## src/sv/pfwc_pkg.sv

```systemverilog
// ----------------------------------------------------------------------------
// pfwc_pkg
// Shared types, constants and helpers of the PLL frequency word calculator.
// ----------------------------------------------------------------------------
package pfwc_pkg;

   localparam logic [15:0] FREQ_MIN_TENTHS = 16'd350;
   localparam logic [15:0] FREQ_MAX_TENTHS = 16'd44000;
   localparam logic [18:0] VCO_LOW_MHZ     = 19'd2200;
   localparam logic [18:0] VCO_HIGH_MHZ    = 19'd4400;
   localparam logic [2:0]  DIV_EXP_MAX     = 3'd6;
   localparam logic [9:0]  MOD_FULL        = 10'd1000;
   localparam logic [23:0] MOD_FULL_WIDE   = 24'd1000;
   localparam logic [15:0] WORD1_BASE      = 16'h8001;
   localparam logic [23:0] WORD4_BASE      = 24'h8C803C;
   // floor(t / 10) == (t * RECIP10) >> 19 for every 16-bit t
   localparam logic [16:0] RECIP10         = 17'd52429;
   // floor(x / 5) == (x * RECIP5) >> 10 for every x below 1024
   localparam logic [7:0]  RECIP5          = 8'd205;

   typedef enum logic [2:0] {
      ST_IDLE,
      ST_WHOLE,
      ST_SEARCH,
      ST_QUOT,
      ST_RED5,
      ST_RED2,
      ST_DONE
   } state_type;

   typedef struct packed {
      logic load;
      logic calc_whole;
      logic k_adv;
      logic load_rem;
      logic q_step;
      logic red5;
      logic red2;
   } ctrl_type;

   typedef struct packed {
      logic fits;
      logic k_last;
      logic q_last;
      logic red5_ok;
      logic red2_ok;
   } status_type;

   function automatic logic [9:0] div5(input logic [9:0] x);
      logic [17:0] prod;
      prod = x * RECIP5;
      return {2'b00, prod[17:10]};
   endfunction

   function automatic logic is_mult5(input logic [9:0] x);
      logic [9:0] q;
      logic [12:0] back;
      q    = div5(x);
      back = {3'b000, q} * 13'd5;
      return back == {3'b000, x};
   endfunction

endpackage

```

## src/sv/pll_frequency_word_calc_top.sv

```systemverilog
// ----------------------------------------------------------------------------
// pll_frequency_word_calc_top
// Frequency request in 0.1 MHz to three fractional-N synthesizer words.
// ----------------------------------------------------------------------------
// One request at a time: a request is taken when start is high and busy is
// low, and its three words appear with rsp_valid for a single cycle, after
// which busy drops. The time is set by the divider search (one exponent per
// cycle, up to seven), the 8-step restoring quotient through one shared
// subtractor, and up to three reduction steps each by 5 and by 2. The
// receiver cannot stall: rsp_valid is a strobe and the words must be
// captured in that cycle.
module pll_frequency_word_calc_top (
   input  logic        clock,
   input  logic        reset,
   input  logic        start,
   output logic        busy,
   input  logic [15:0] req_freq_tenths_mhz,
   output logic        rsp_valid,
   output logic [30:0] rsp_word_int_frac,
   output logic [15:0] rsp_word_modulus,
   output logic [23:0] rsp_word_divider
);
   import pfwc_pkg::*;

   ctrl_type   ctrl;
   status_type status;

   logic [15:0] t_ff,    t_in;
   logic [12:0] whole_ff, whole_in;
   logic [2:0]  k_ff,    k_in;
   logic [23:0] rem_ff,  rem_in;
   logic [7:0]  q_ff,    q_in;
   logic [2:0]  cnt_ff,  cnt_in;
   logic [9:0]  frac_ff, frac_in;
   logic [9:0]  mod_ff,  mod_in;

   logic [15:0] t_clamp;
   logic [32:0] whole_prod;
   logic [18:0] vco;
   logic [23:0] scaled;
   logic [23:0] sub_op;
   logic [24:0] diff;
   logic        ge;
   logic [23:0] rem_step;

   pfwc_ctrl u_ctrl (
      .clock     (clock),
      .reset     (reset),
      .start     (start),
      .status    (status),
      .ctrl      (ctrl),
      .busy      (busy),
      .rsp_valid (rsp_valid)
   );

   always_comb begin
      if (req_freq_tenths_mhz < FREQ_MIN_TENTHS) begin
         t_clamp = FREQ_MIN_TENTHS;
      end else if (req_freq_tenths_mhz > FREQ_MAX_TENTHS) begin
         t_clamp = FREQ_MAX_TENTHS;
      end else begin
         t_clamp = req_freq_tenths_mhz;
      end
   end

   assign whole_prod = t_ff * RECIP10;
   assign vco        = {6'd0, whole_ff} << k_ff;
   assign scaled     = {6'd0, t_ff, 2'b00} << k_ff;

   // shared subtractor: one quotient bit per cycle, MSB first
   assign sub_op   = MOD_FULL_WIDE << cnt_ff;
   assign diff     = {1'b0, rem_ff} - {1'b0, sub_op};
   assign ge       = !diff[24];
   assign rem_step = ge ? diff[23:0] : rem_ff;

   assign status.fits    = (vco >= VCO_LOW_MHZ) && (vco <= VCO_HIGH_MHZ);
   assign status.k_last  = (k_ff == DIV_EXP_MAX);
   assign status.q_last  = (cnt_ff == 3'd0);
   assign status.red5_ok = is_mult5(frac_ff) && is_mult5(mod_ff);
   assign status.red2_ok = !frac_ff[0] && !mod_ff[0];

   always_comb begin
      t_in     = t_ff;
      whole_in = whole_ff;
      k_in     = k_ff;
      rem_in   = rem_ff;
      q_in     = q_ff;
      cnt_in   = cnt_ff;
      frac_in  = frac_ff;
      mod_in   = mod_ff;
      if (ctrl.load) begin
         t_in = t_clamp;
         k_in = 3'd0;
      end
      if (ctrl.calc_whole) begin
         whole_in = whole_prod[31:19];
      end
      if (ctrl.k_adv) begin
         k_in = k_ff + 3'd1;
      end
      if (ctrl.load_rem) begin
         rem_in = scaled;
         q_in   = 8'd0;
         cnt_in = 3'd7;
      end
      if (ctrl.q_step) begin
         rem_in       = rem_step;
         q_in[cnt_ff] = ge;
         cnt_in       = cnt_ff - 3'd1;
         if (status.q_last) begin
            // remainder is now below the modulus: start reduction from it
            frac_in = rem_step[9:0];
            mod_in  = MOD_FULL;
         end
      end
      if (ctrl.red5) begin
         frac_in = div5(frac_ff);
         mod_in  = div5(mod_ff);
      end
      if (ctrl.red2) begin
         frac_in = {1'b0, frac_ff[9:1]};
         mod_in  = {1'b0, mod_ff[9:1]};
      end
   end

   always_ff @(posedge clock) begin
      t_ff     <= t_in;
      whole_ff <= whole_in;
      k_ff     <= k_in;
      rem_ff   <= rem_in;
      q_ff     <= q_in;
      cnt_ff   <= cnt_in;
      frac_ff  <= frac_in;
      mod_ff   <= mod_in;
   end

   assign rsp_word_int_frac = {8'd0, q_ff, 2'b00, frac_ff, 3'b000};
   assign rsp_word_modulus  = WORD1_BASE + {3'b000, mod_ff, 3'b000};
   assign rsp_word_divider  = WORD4_BASE + {1'b0, k_ff, 20'd0};

endmodule

```

## src/sv/pfwc_ctrl.sv

```systemverilog
// ----------------------------------------------------------------------------
// pfwc_ctrl
// Sequencer: steps the shared datapath through clamp, search, divide, reduce.
// ----------------------------------------------------------------------------
module pfwc_ctrl (
   input  logic                   clock,
   input  logic                   reset,
   input  logic                   start,
   input  pfwc_pkg::status_type   status,
   output pfwc_pkg::ctrl_type     ctrl,
   output logic                   busy,
   output logic                   rsp_valid
);
   import pfwc_pkg::*;

   state_type state_ff;
   state_type state_in;

   always_ff @(posedge clock) begin
      if (reset) begin
         state_ff <= ST_IDLE;
      end else begin
         state_ff <= state_in;
      end
   end

   always_comb begin
      state_in = state_ff;
      case (state_ff)
         ST_IDLE: begin
            if (start) state_in = ST_WHOLE;
         end
         ST_WHOLE: begin
            state_in = ST_SEARCH;
         end
         ST_SEARCH: begin
            if (status.fits || status.k_last) state_in = ST_QUOT;
         end
         ST_QUOT: begin
            if (status.q_last) state_in = ST_RED5;
         end
         ST_RED5: begin
            if (!status.red5_ok) state_in = ST_RED2;
         end
         ST_RED2: begin
            if (!status.red2_ok) state_in = ST_DONE;
         end
         ST_DONE: begin
            state_in = ST_IDLE;
         end
         default: begin
            state_in = ST_IDLE;
         end
      endcase
   end

   always_comb begin
      ctrl      = '0;
      busy      = 1'b1;
      rsp_valid = 1'b0;
      case (state_ff)
         ST_IDLE: begin
            busy      = 1'b0;
            ctrl.load = start;
         end
         ST_WHOLE: begin
            ctrl.calc_whole = 1'b1;
         end
         ST_SEARCH: begin
            ctrl.load_rem = status.fits || status.k_last;
            ctrl.k_adv    = !(status.fits || status.k_last);
         end
         ST_QUOT: begin
            ctrl.q_step = 1'b1;
         end
         ST_RED5: begin
            ctrl.red5 = status.red5_ok;
         end
         ST_RED2: begin
            ctrl.red2 = status.red2_ok;
         end
         ST_DONE: begin
            rsp_valid = 1'b1;
         end
         default: begin
            busy = 1'b0;
         end
      endcase
   end

endmodule

```

## config.mk

```make
export PLATFORM = sky130hd
export DESIGN_NAME = pll_frequency_word_calc_top
export DESIGN_NICKNAME = d
export VERILOG_FILES = /design/src/sv/pfwc_pkg.sv /design/src/sv/pll_frequency_word_calc_top.sv /design/src/sv/pfwc_ctrl.sv
export SDC_FILE = /design/constraint.sdc
export NUM_CORES = 1
export LEC_CHECK = 0
export ABC_AREA = 0
export BUFFER_PORTS_ARGS = -buffer_cell sky130_fd_sc_hd__buf_4
export CORE_ASPECT_RATIO = 1.75
export CORE_UTILIZATION = 45
export CTS_CLUSTER_SIZE = 30
export DETAILED_ROUTE_END_ITERATION = 16
export PLACE_DENSITY = 0.63
export SLEW_MARGIN = 20
export SYNTH_ARGS = -nofsm -noshare
export SYNTH_HDL_FRONTEND = slang
export SYNTH_SLANG_ARGS = --single-unit
```

## constraint.sdc

```tcl
create_clock -name clock -period 7.19 [get_ports clock]
set_input_delay 1.438 -clock clock [delete_from_list [all_inputs] [get_ports clock]]
set_output_delay 1.438 -clock clock [all_outputs]
set_load 0.01 [all_outputs]
```

Yosys cells after proc, flatten, opt, wreduce, memory -nomap -nowiden
Cells that the tools add are included.
Widths: inputs -> output; s select.
{ "op_classes": {"shift": 3, "mux": 35, "n_eq_ne": 15, "order_cmp": 6, "mul": 5, "reduce_logical": 22, "add_sub_neg": 5} }
{ "op_table": {"columns": ["cell", "count"], "rows": [
  ["$mux 24", 3],
  ["$mux 9", 8],
  ["$mul 10x8->18 const B", 2],
  ["$mul 16x16->32 const B", 1],
  ["$mux 3", 9],
  ["$sub 24x24->25", 1],
  ["$add 24x23->24 const A", 1],
  ["$shl 10x3->24 const A", 1],
  ["$shl 18x3->24", 1],
  ["$eq 11x10->1", 2],
  ["$mul 8x3->11 const B", 2],
  ["$ge 19x12->1 const B", 1],
  ["$le 19x13->1 const B", 1],
  ["$shl 13x3->19", 1],
  ["$pmux 3 s6", 1],
  ["$add 16x13->16 const A", 1],
  ["$gt 16x16->1 const B", 1],
  ["$lt 16x9->1 const B", 1],
  ["$mux 16", 1],
  ["$mux 8", 2],
  ["$eq 3x3->1 const B", 4],
  ["$ne 2x2->1 const B", 5],
  ["$bwmux 8", 1],
  ["$mux 1", 8],
  ["19 further kinds", 32]
]} }
{ "word_totals": {"inputBits": 19, "regBits": 90, "word_cells": 104, "out_inout_bits": 73} }

Depth between registers and ports, before layout
Gate-level depths: netlist (run 1).
{ "depth": {"depth_word": 9, "mapped_depth": 30, "depth_no_buf": 28} }

Cells and area by module
Synthesis (run 1) repeated with hierarchy kept, for this count alone.
{ "hier_totals": {"hier_cells": 1463, "area_unflattened_um2": 14005.9} }
{ "modules_own_cells": {"columns": ["mod", "seq_area_each_um2", "cells_each", "instances", "area_each_um2"], "rows": [
  ["pll_frequency_word_calc_top", 2452.4, 1427, 1, 13733.2],
  ["pfwc_ctrl", 60.1, 36, 1, 272.8]
]} }

Worst setup path before layout (run 1)
No wires, ideal clock.
{ "synth_path": {"kind": "flip-flop to flip-flop", "startpoint": "register frac_ff[4]", "endpoint": "register frac_ff[0], enable pin", "setup_ns": 0.378, "path_stages_with_launch": 26, "arrival_time_ns": 6.980, "period_less_slack_ns": 7.358, "required_ns": 6.812, "path_buffers": 2, "slack_ns": -0.168, "path_cell_list": "edfxtp_1 -> ha_1 -> inv_1 -> fa_1 -> inv_1 -> fa_1 -> fa_1 -> ha_1 -> clkbuf_1 -> a21o_1 -> a221o_1 -> a211oi_1 -> nor2_1 -> nor2_1 -> xor2_1 -> inv_1 -> ha_1 -> ha_1 -> xor2_1 -> or3_1 -> a2111oi_2 -> o2111ai_1 -> a2111oi_2 -> o2111ai_2 -> buf_4 -> nand3_1"} }
{ "synth_between": {"elab_chain_cells": 7, "elab_cells_between_ends": 8, "classes_between": "mul (2); eq/ne (1); mux (1); reduce/logical (4)"} }
{ "synth_lines": {"columns": ["element", "line", "source"], "rows": [
  ["start, declared", "pll_frequency_word_calc_top.sv:34", "logic [9:0] frac_ff, frac_in;"],
  ["start signal, assigned", "pll_frequency_word_calc_top.sv:133", "frac_ff <= frac_in;"],
  ["$mul 10x8->18", "pfwc_pkg.sv:51", "prod = x * RECIP5;"],
  ["$mul 8x3->11", "pfwc_pkg.sv:59", "back = {3'b000, q} * 13'd5;"],
  ["$eq 11x10->1 (*)", "pfwc_pkg.sv:60", "return back == {3'b000, x};"],
  ["$logic_and 1x1->1 (*)", "pll_frequency_word_calc_top.sv:79", "assign status.red5_ok = is_mult5(frac_ff) && is_mult5(mod_ff);"],
  ["$mux 1 (*)", "pfwc_ctrl.sv:61", "case (state_ff)"],
  ["$reduce_bool 3->1 (no source line)", null, null],
  ["$reduce_and 2->1 (no source line) (*)", null, null]
]} }
Every way passes the cells marked *; elsewhere a longest branch is shown, timed or not.
A chain may end at the register's enable or synchronous reset.

Worst setup path in the final report (run 1)
{ "layout_path": {"startpoint": "register frac_ff[6]", "endpoint": "register mod_ff[6], enable pin"} }
{ "layout_between": {"elab_chain_cells": 7, "elab_cells_between_ends": 8, "classes_between": "mul (2); eq/ne (1); mux (1); reduce/logical (4)"} }
{ "layout_lines": {"columns": ["element", "line", "source"], "rows": [
  ["$mul 10x8->18", "pfwc_pkg.sv:51", null],
  ["$mul 8x3->11", "pfwc_pkg.sv:59", null],
  ["$eq 11x10->1 (*)", "pfwc_pkg.sv:60", null],
  ["$logic_and 1x1->1 (*)", "pll_frequency_word_calc_top.sv:79", null],
  ["$mux 1 (*)", "pfwc_ctrl.sv:61", null],
  ["$reduce_bool 3->1 (no source line)", null, null],
  ["$reduce_and 2->1 (no source line) (*)", null, null],
  ["end signal, assigned", "pll_frequency_word_calc_top.sv:134", "mod_ff <= mod_in;"],
  ["end, declared", "pll_frequency_word_calc_top.sv:35", "logic [9:0] mod_ff, mod_in;"]
]} }
Marks and branches as above.

==> run metrics, run 1 <==
multi-input logic area 10600 um^2; Post-Synthesis Cells 1457; Root Driver clkbuf_16; starting density of the core 0.461; DP HPWL 31000 um; Reg area 2510 um^2; slowest stage delay, CP 0.55 ns; Min Hold Slack around 0.48 ns; synth unique cells 83; chip width 135 um; Post-synth EDFFs 75; # rows 84; post-route ant nets 0; critical path's top delay family adder cells; count leader, synth ha_1; H-tree depth 3; Sink Count 88; IO Pins roughly 90; layout cells sized above 1 0.143; worst slew pin tran 1.00 ns; antenna violations before repair 0; worst min path class reg -> reg; clk_lat worst skew about 0.38 ns; CTS max path bufs 2; area fraction of the dominant cell type after synthesis 0.242; CP Launch Type register; CTS tree built; dominant cell type by area after synthesis ha_1; aggregate global-route resource usage 0.239; area delta synth->final 13.0%; Placed Cells incl. Taps 1929; n_diodes 0; final net count 1970; Crit-path slowest cell fa_1; Final Wtd Congestion slightly below 1; DRT iter0 DRCs 331; max_cap viols 0; Post-Route WL 36600 um; Initial DRT Pass Iterations 4; yosys warns 0; clk_skew 0.0121 ns; first-pass GRT wire length 57800 um; Crit. End Element register; final slew viol count 0; Seq/Total Area, Yosys 0.180; Peak Freq approximately 0.14 GHz; crit path buf inv count 6; Syn Area/Cell 9.57 um^2; post-synthesis sequential element count around 90; Final min period a little under 7 ns; synth top area cells ha_1 24%, fa_1 17%, edfxtp_1 16%; Filler cells 2872; Core Footprint ~30000 um^2; crit share post-route 0.967; CP required 7.28 ns; drc violations 0; Synth Cell Area 13900 um^2; largest net degree at the start of global routing 51; Critical Path AT 7.04 ns; Setup Viol. Count Final 0; non-filler cells, final 1958; clk slew on worst S/H paths ~0.070 ns; Slew Limit Headroom 0.330; WL/cell ~19 um; Synth top cells by count 270 x ha_1, 231 x inv_1, 115 x fa_1, 77 x nand2_1, 76 x nor2_1; drt via density 5.52; critical path fanouts, max 5; Post-synth top flop edfxtp_1; vias after detailed routing 10800; status complete, no violations; die area 31700 um^2; total grt overflow 0; Port Buffers 51; Fin. Hold Viols 0; die height 235 um; Crit path top cell by count buf_4; Async SR Flop Fraction 0; Worst Setup Path Type reg -> reg; vias in the first global route 11600; number of CTS-inserted buffers 9
==> logic make-up (layout without fill, tap and decap cells) <==
kind of cell    after synthesis  count (layout)  share of synthesized area
mux                          45              45                     0.0390
fa+ha+maj                   385             385                      0.407
simple gates                292             292                      0.102
flops                        88              88                      0.180
xor+xnor                     75              75                     0.0471
compound gates              264             264                      0.129
buf+inv                     306             382                     0.0945
other cells                   2              40                   0.000539
==> placed cells by master, fill, tap and decap left out, types with 5 or more instances in the layout <==
cell and n:
nand2_1 77, fa_1 114, xor2_1 30, o21ai_0 46
ha_1 256, or4_1 5, dfxtp_1 13, nor2b_1 17
nor2_2 5, o21a_1 15, or3_1 9, conb_1 40
clkbuf_16 10, mux2i_1 34, mux4_2 7, inv_1 231
o22ai_1 11, a21oi_1 55, and3_1 6, a211oi_1 12
or2_2 6, nand3_1 18, nor3_1 24, nand2b_1 6
nor2_1 71, o41ai_1 6, and2_1 14, edfxtp_1 75
a31oi_1 9, o311ai_0 5, xnor2_1 40, nand4_1 17
o211ai_1 6, o221ai_1 6, buf_4 128, a21oi_2 6
ha_4 13, a21o_1 21, nor4_1 5
==> metrics by stage <==
stage / cell area, um^2 / util / setup TNS [ns] / worst slack, ns
2_1_floorplan: 14100 / - / 0 / 0.0822
3_3_place_gp: 15000 / 0.497 / -1.90 / -0.117
3_5_place_dp: 15000 / 0.497 / -3.76 / -0.161
4_1_cts: 15400 / 0.509 / 0 / 0.00495
5_1_grt: 15800 / 0.521 / -1.07 / -0.0501
6_report: 15800 / 0.521 / 0 / 0.239
==> per-layer routing <==
layer | wire length (um) | global-route usage | vias to the layer above
met5 | 0 | 0 | -
met4 | 2520 | 0.152 | 0
met3 | 814 | 0.0248 | 115
met2 | 21400 | 0.484 | 229
met1 | 11900 | 0.216 | 5239
li1 | - | - | 5224
==> layout make-up <==
| cell class | count | area share |
|---|---|---|
| Clock buffer | 10 | 0.0159 |
| Clock inverter | 6 | 0.00294 |
| Inverter | 234 | 0.0557 |
| Multi-Input combinational cell | 1101 | 0.671 |
| Sequential cell | 88 | 0.159 |
| Tap cell | 387 | 0.0307 |
| Timing Repair Buffer | 132 | 0.0640 |
==> final timing paths <==
path	from	endpoint	slack, ns	depth (start not counted)
worst min-delay path	q_ff[4]	q_ff[4]	0.48	2
worst max register to register	frac_ff[6]	mod_ff[6]	0.24	27
worst max-delay path	frac_ff[6]	mod_ff[6]	0.24	27
worst min register to register	q_ff[4]	q_ff[4]	0.48	2
==> what timing repair did <==
item                                    4_1_cts  5_1_grt
setup buffers                                 3        9
endpoints found under the setup margin       40       40
resized for setup                             8       42
pin swaps                                     3       29
hold buffers                                  0        0
gates cloned                                  1        0
==> flip-flops by register name (all words and copies together) (netlist names) <==
signal,count
u_ctrl.state_ff,3
whole_ff,13
rem_ff,22
mod_ff,10
cnt_ff,3
frac_ff,10
q_ff,8
k_ff,3
t_ff,16
==> worst register-to-register path: cells and delay by family, from the launching register on <==
| kind | cells | cell delay, ns |
|---|---|---|
| xor gates and xnor gates | 2 | 0.32 |
| AOI/OAI and AO/OA | 7 | 1.76 |
| and+or+nand+nor | 6 | 1.16 |
| adders and majority gates | 6 | 2.19 |
| buffers and inverters | 6 | 0.82 |
| DFF | 1 | 0.43 |
Power of run 1 is not shown: default switching activity piles up to over one toggle a cycle in this logic, so the estimate is an artifact.
==> run 2, diff against run 1 <==
--- a/config.mk
+++ b/config.mk
@@ -7,7 +7,6 @@
 export LEC_CHECK = 0
 export ABC_AREA = 0
 export BUFFER_PORTS_ARGS = -buffer_cell sky130_fd_sc_hd__buf_4
-export CORE_ASPECT_RATIO = 1.75
 export CORE_UTILIZATION = 45
 export CTS_CLUSTER_SIZE = 30
 export DETAILED_ROUTE_END_ITERATION = 16
==> run 2 against run 1 <==
Compared with the run above: critical endpoint is now frac_ff[7]; non-clock buffer count rose by 12; largest cell class unchanged; hold slack got worse by 0.0016 ns; clock skew fell by 0.0021 ns; final cell count rose by 1.1%; die area barely moved; fmax fell by 2.3%; critical path type unchanged.
==> run metrics, run 2 (same netlist as run 1, synthesis figures left out) <==
Filler cells 2813 (was 2872); die area 31700 um^2 (about the same); critical path fanouts, max 4 (was 5); Worst Hold Depth 2 (unchanged); DP HPWL 27500 um (was 31000 um); aggregate global-route resource usage 0.214 (was 0.239); Final min period 7.11 ns (was 6.95 ns); # rows 64 (was 84); worst min path class reg -> reg (unchanged); total grt overflow 0 (unchanged); Hold Path End q_ff[2] (was q_ff[4]); Most flops, register rem_ff (unchanged); vias after detailed routing 10600 (was 10800); Sink Count 88 (unchanged); Root Driver clkbuf_16 (unchanged); CP required 7.26 ns (was 7.28 ns); antenna violations before repair 0 (unchanged); clk_skew 0.0100 ns (was 0.0121 ns); vias in the first global route 10500 (was 11600); Critical Path AT 7.18 ns (was 7.04 ns); Crit. End Element register (unchanged); final critical-path setup slack 0.0788 ns (was 0.239 ns); drt via density 5.38 (was 5.52); starting density of the core 0.457 (was 0.461); Post-Route WL 33600 um (was 36600 um); final net count 1982 (was 1970); H-tree depth 3 (unchanged); largest registers rem_ff x22, t_ff x16, whole_ff x13 (unchanged); first-pass GRT wire length 53200 um (was 57800 um); drc violations 0 (unchanged); Initial DRT Pass Iterations 5 (was 4); Reg2Reg Setup Slack 0.08 ns (was 0.24 ns); Slew Limit Headroom 0.445 (was 0.330); status complete, no violations (unchanged); Fin. Hold Viols 0 (unchanged); max_cap viols 0 (unchanged); Worst Setup Path Type reg -> reg (unchanged); clk slew on worst S/H paths 0.07 ns (about the same); final setup TNS 0 ns (unchanged); post-place setup slack -0.246 ns (was -0.161 ns); n_diodes 0 (unchanged); number of CTS-inserted buffers 9 (unchanged); Peak Freq 0.141 GHz (was 0.144 GHz); Core Footprint 30500 um^2 (was 30300 um^2); DRT iter0 DRCs 604 (was 331); clk_lat worst skew 0.35 ns (was 0.38 ns); worst slew pin tran 0.832 ns (was 1.00 ns); Setup Viol. Count Final 0 (unchanged); Final Wtd Congestion 0.925 (was 0.961); CTS tree built (unchanged); Port Buffers 51 (unchanged); WL/cell 17.0 um (was 18.7 um); cts hold-fix bufs 0 (unchanged); chip width 178 um (was 135 um); RSZ-0062 raised after global routing yes; Hold Startpoint q_ff[2] (was q_ff[4]); CP Launch Type register (unchanged); CTS max path bufs 2 (unchanged); crit share post-route 0.989 (was 0.967); R2R depth 27 (unchanged); die height 178 um (was 235 um); worst r2r dst frac_ff[7] (was mod_ff[6]); largest net degree at the start of global routing 51 (unchanged); most frequent cells in the layout 254 x ha_1, 229 x inv_1, 138 x buf_4, 115 x fa_1, 77 x nand2_1 (was 256 x ha_1, 231 x inv_1, 128 x buf_4, 114 x fa_1, 77 x nand2_1); final slew viol count 0 (unchanged); area delta synth->final 14.1% (was 13.0%); layout cells sized above 1 0.145 (was 0.143); FF-to-FF Start frac_ff[2] (was frac_ff[6]); post-route ant nets 0 (unchanged); max reg flops 22 (unchanged); IO Pins 92 (unchanged); commonest non-fill, non-tap cell in the layout ha_1 (unchanged)
-- run 2: layout make-up --
| type | count | area, um^2 | share of cell area |
|---|---|---|---|
| clock inverter | 6 | 66.3 | 0.00417 |
| clock buffer | 10 | 229 | 0.0144 |
| multi-input combinational | 1101 | 10600 | 0.666 |
| timing repair buffer | 144 | 1130 | 0.0713 |
| sequential | 88 | 2510 | 0.158 |
| inverter | 234 | 878 | 0.0552 |
| tap | 396 | 495 | 0.0311 |
-- run 2: what timing repair did --
item | in CTS | in global routing
cloned | 0 | 1
setup endpoints to repair | 40 | 40
buffers inserted | 5 | 14
gates resized for setup | 3 | 42
pin swaps | 5 | 28
-- run 2: critical path, stage by stage (launching register included) --
cell and delay [ns]:
edfxtp_1 0.52, ha_4 0.34, xor2_1 0.18, ha_1 0.28, fa_1 0.53, fa_1 0.52
ha_4 0.29, a21o_1 0.22, a31oi_4 0.19, nor2b_1 0.08, a21oi_2 0.17, nand2b_1 0.14
a21oi_1 0.20, xor2_1 0.21, inv_1 0.10, ha_1 0.31, inv_1 0.06, fa_1 0.45
nor2b_1 0.14, o21a_1 0.18, o21ai_1 0.11, a2111oi_4 0.38, o2111ai_2 0.20, a2111oi_4 0.34
o2111ai_2 0.20, buf_6 0.18, nand3_4 0.12, clkbuf_16 0.17
-- run 2: how the worst max path moves through the flow --
| stage | from | endpoint | slack [ns] | cells past startpoint |
|---|---|---|---|---|
| after floorplan | frac_ff[4] | frac_ff[0] | 0.08 | 25 |
| after global placement | frac_ff[7] | mod_ff[6] | -0.009 | 24 |
| after detailed placement | frac_ff[7] | mod_ff[5] | -0.25 | 25 |
| after CTS | frac_ff[6] | frac_ff[2] | 0.03 | 28 |
| after global routing | frac_ff[6] | frac_ff[8] | -0.17 | 28 |
| final | frac_ff[2] | frac_ff[7] | 0.08 | 27 |
-- run 2: through the flow --
stage / utilization / hold WS, ns / area (um^2) / std cells
global route: 0.521 / 0.510 / 15900 / 1979
global placement: 0.495 / 0.460 / 15100 / 1944
CTS: 0.507 / 0.486 / 15500 / 1965
finish: 0.521 / 0.476 / 15900 / 1979
detailed placement: 0.495 / 0.475 / 15100 / 1944
floorplan: - / 0.495 / 14100 / 1495
-- run 2: per-layer routing --
metal,track usage,share of wire,wire length (um)
met1,0.282,0.45,15200
met3,0.0198,0.032,1070
met2,0.382,0.50,16900
met5,0,0,0
met4,0.0381,0.011,360
Power of run 2 is left out for the same reason.
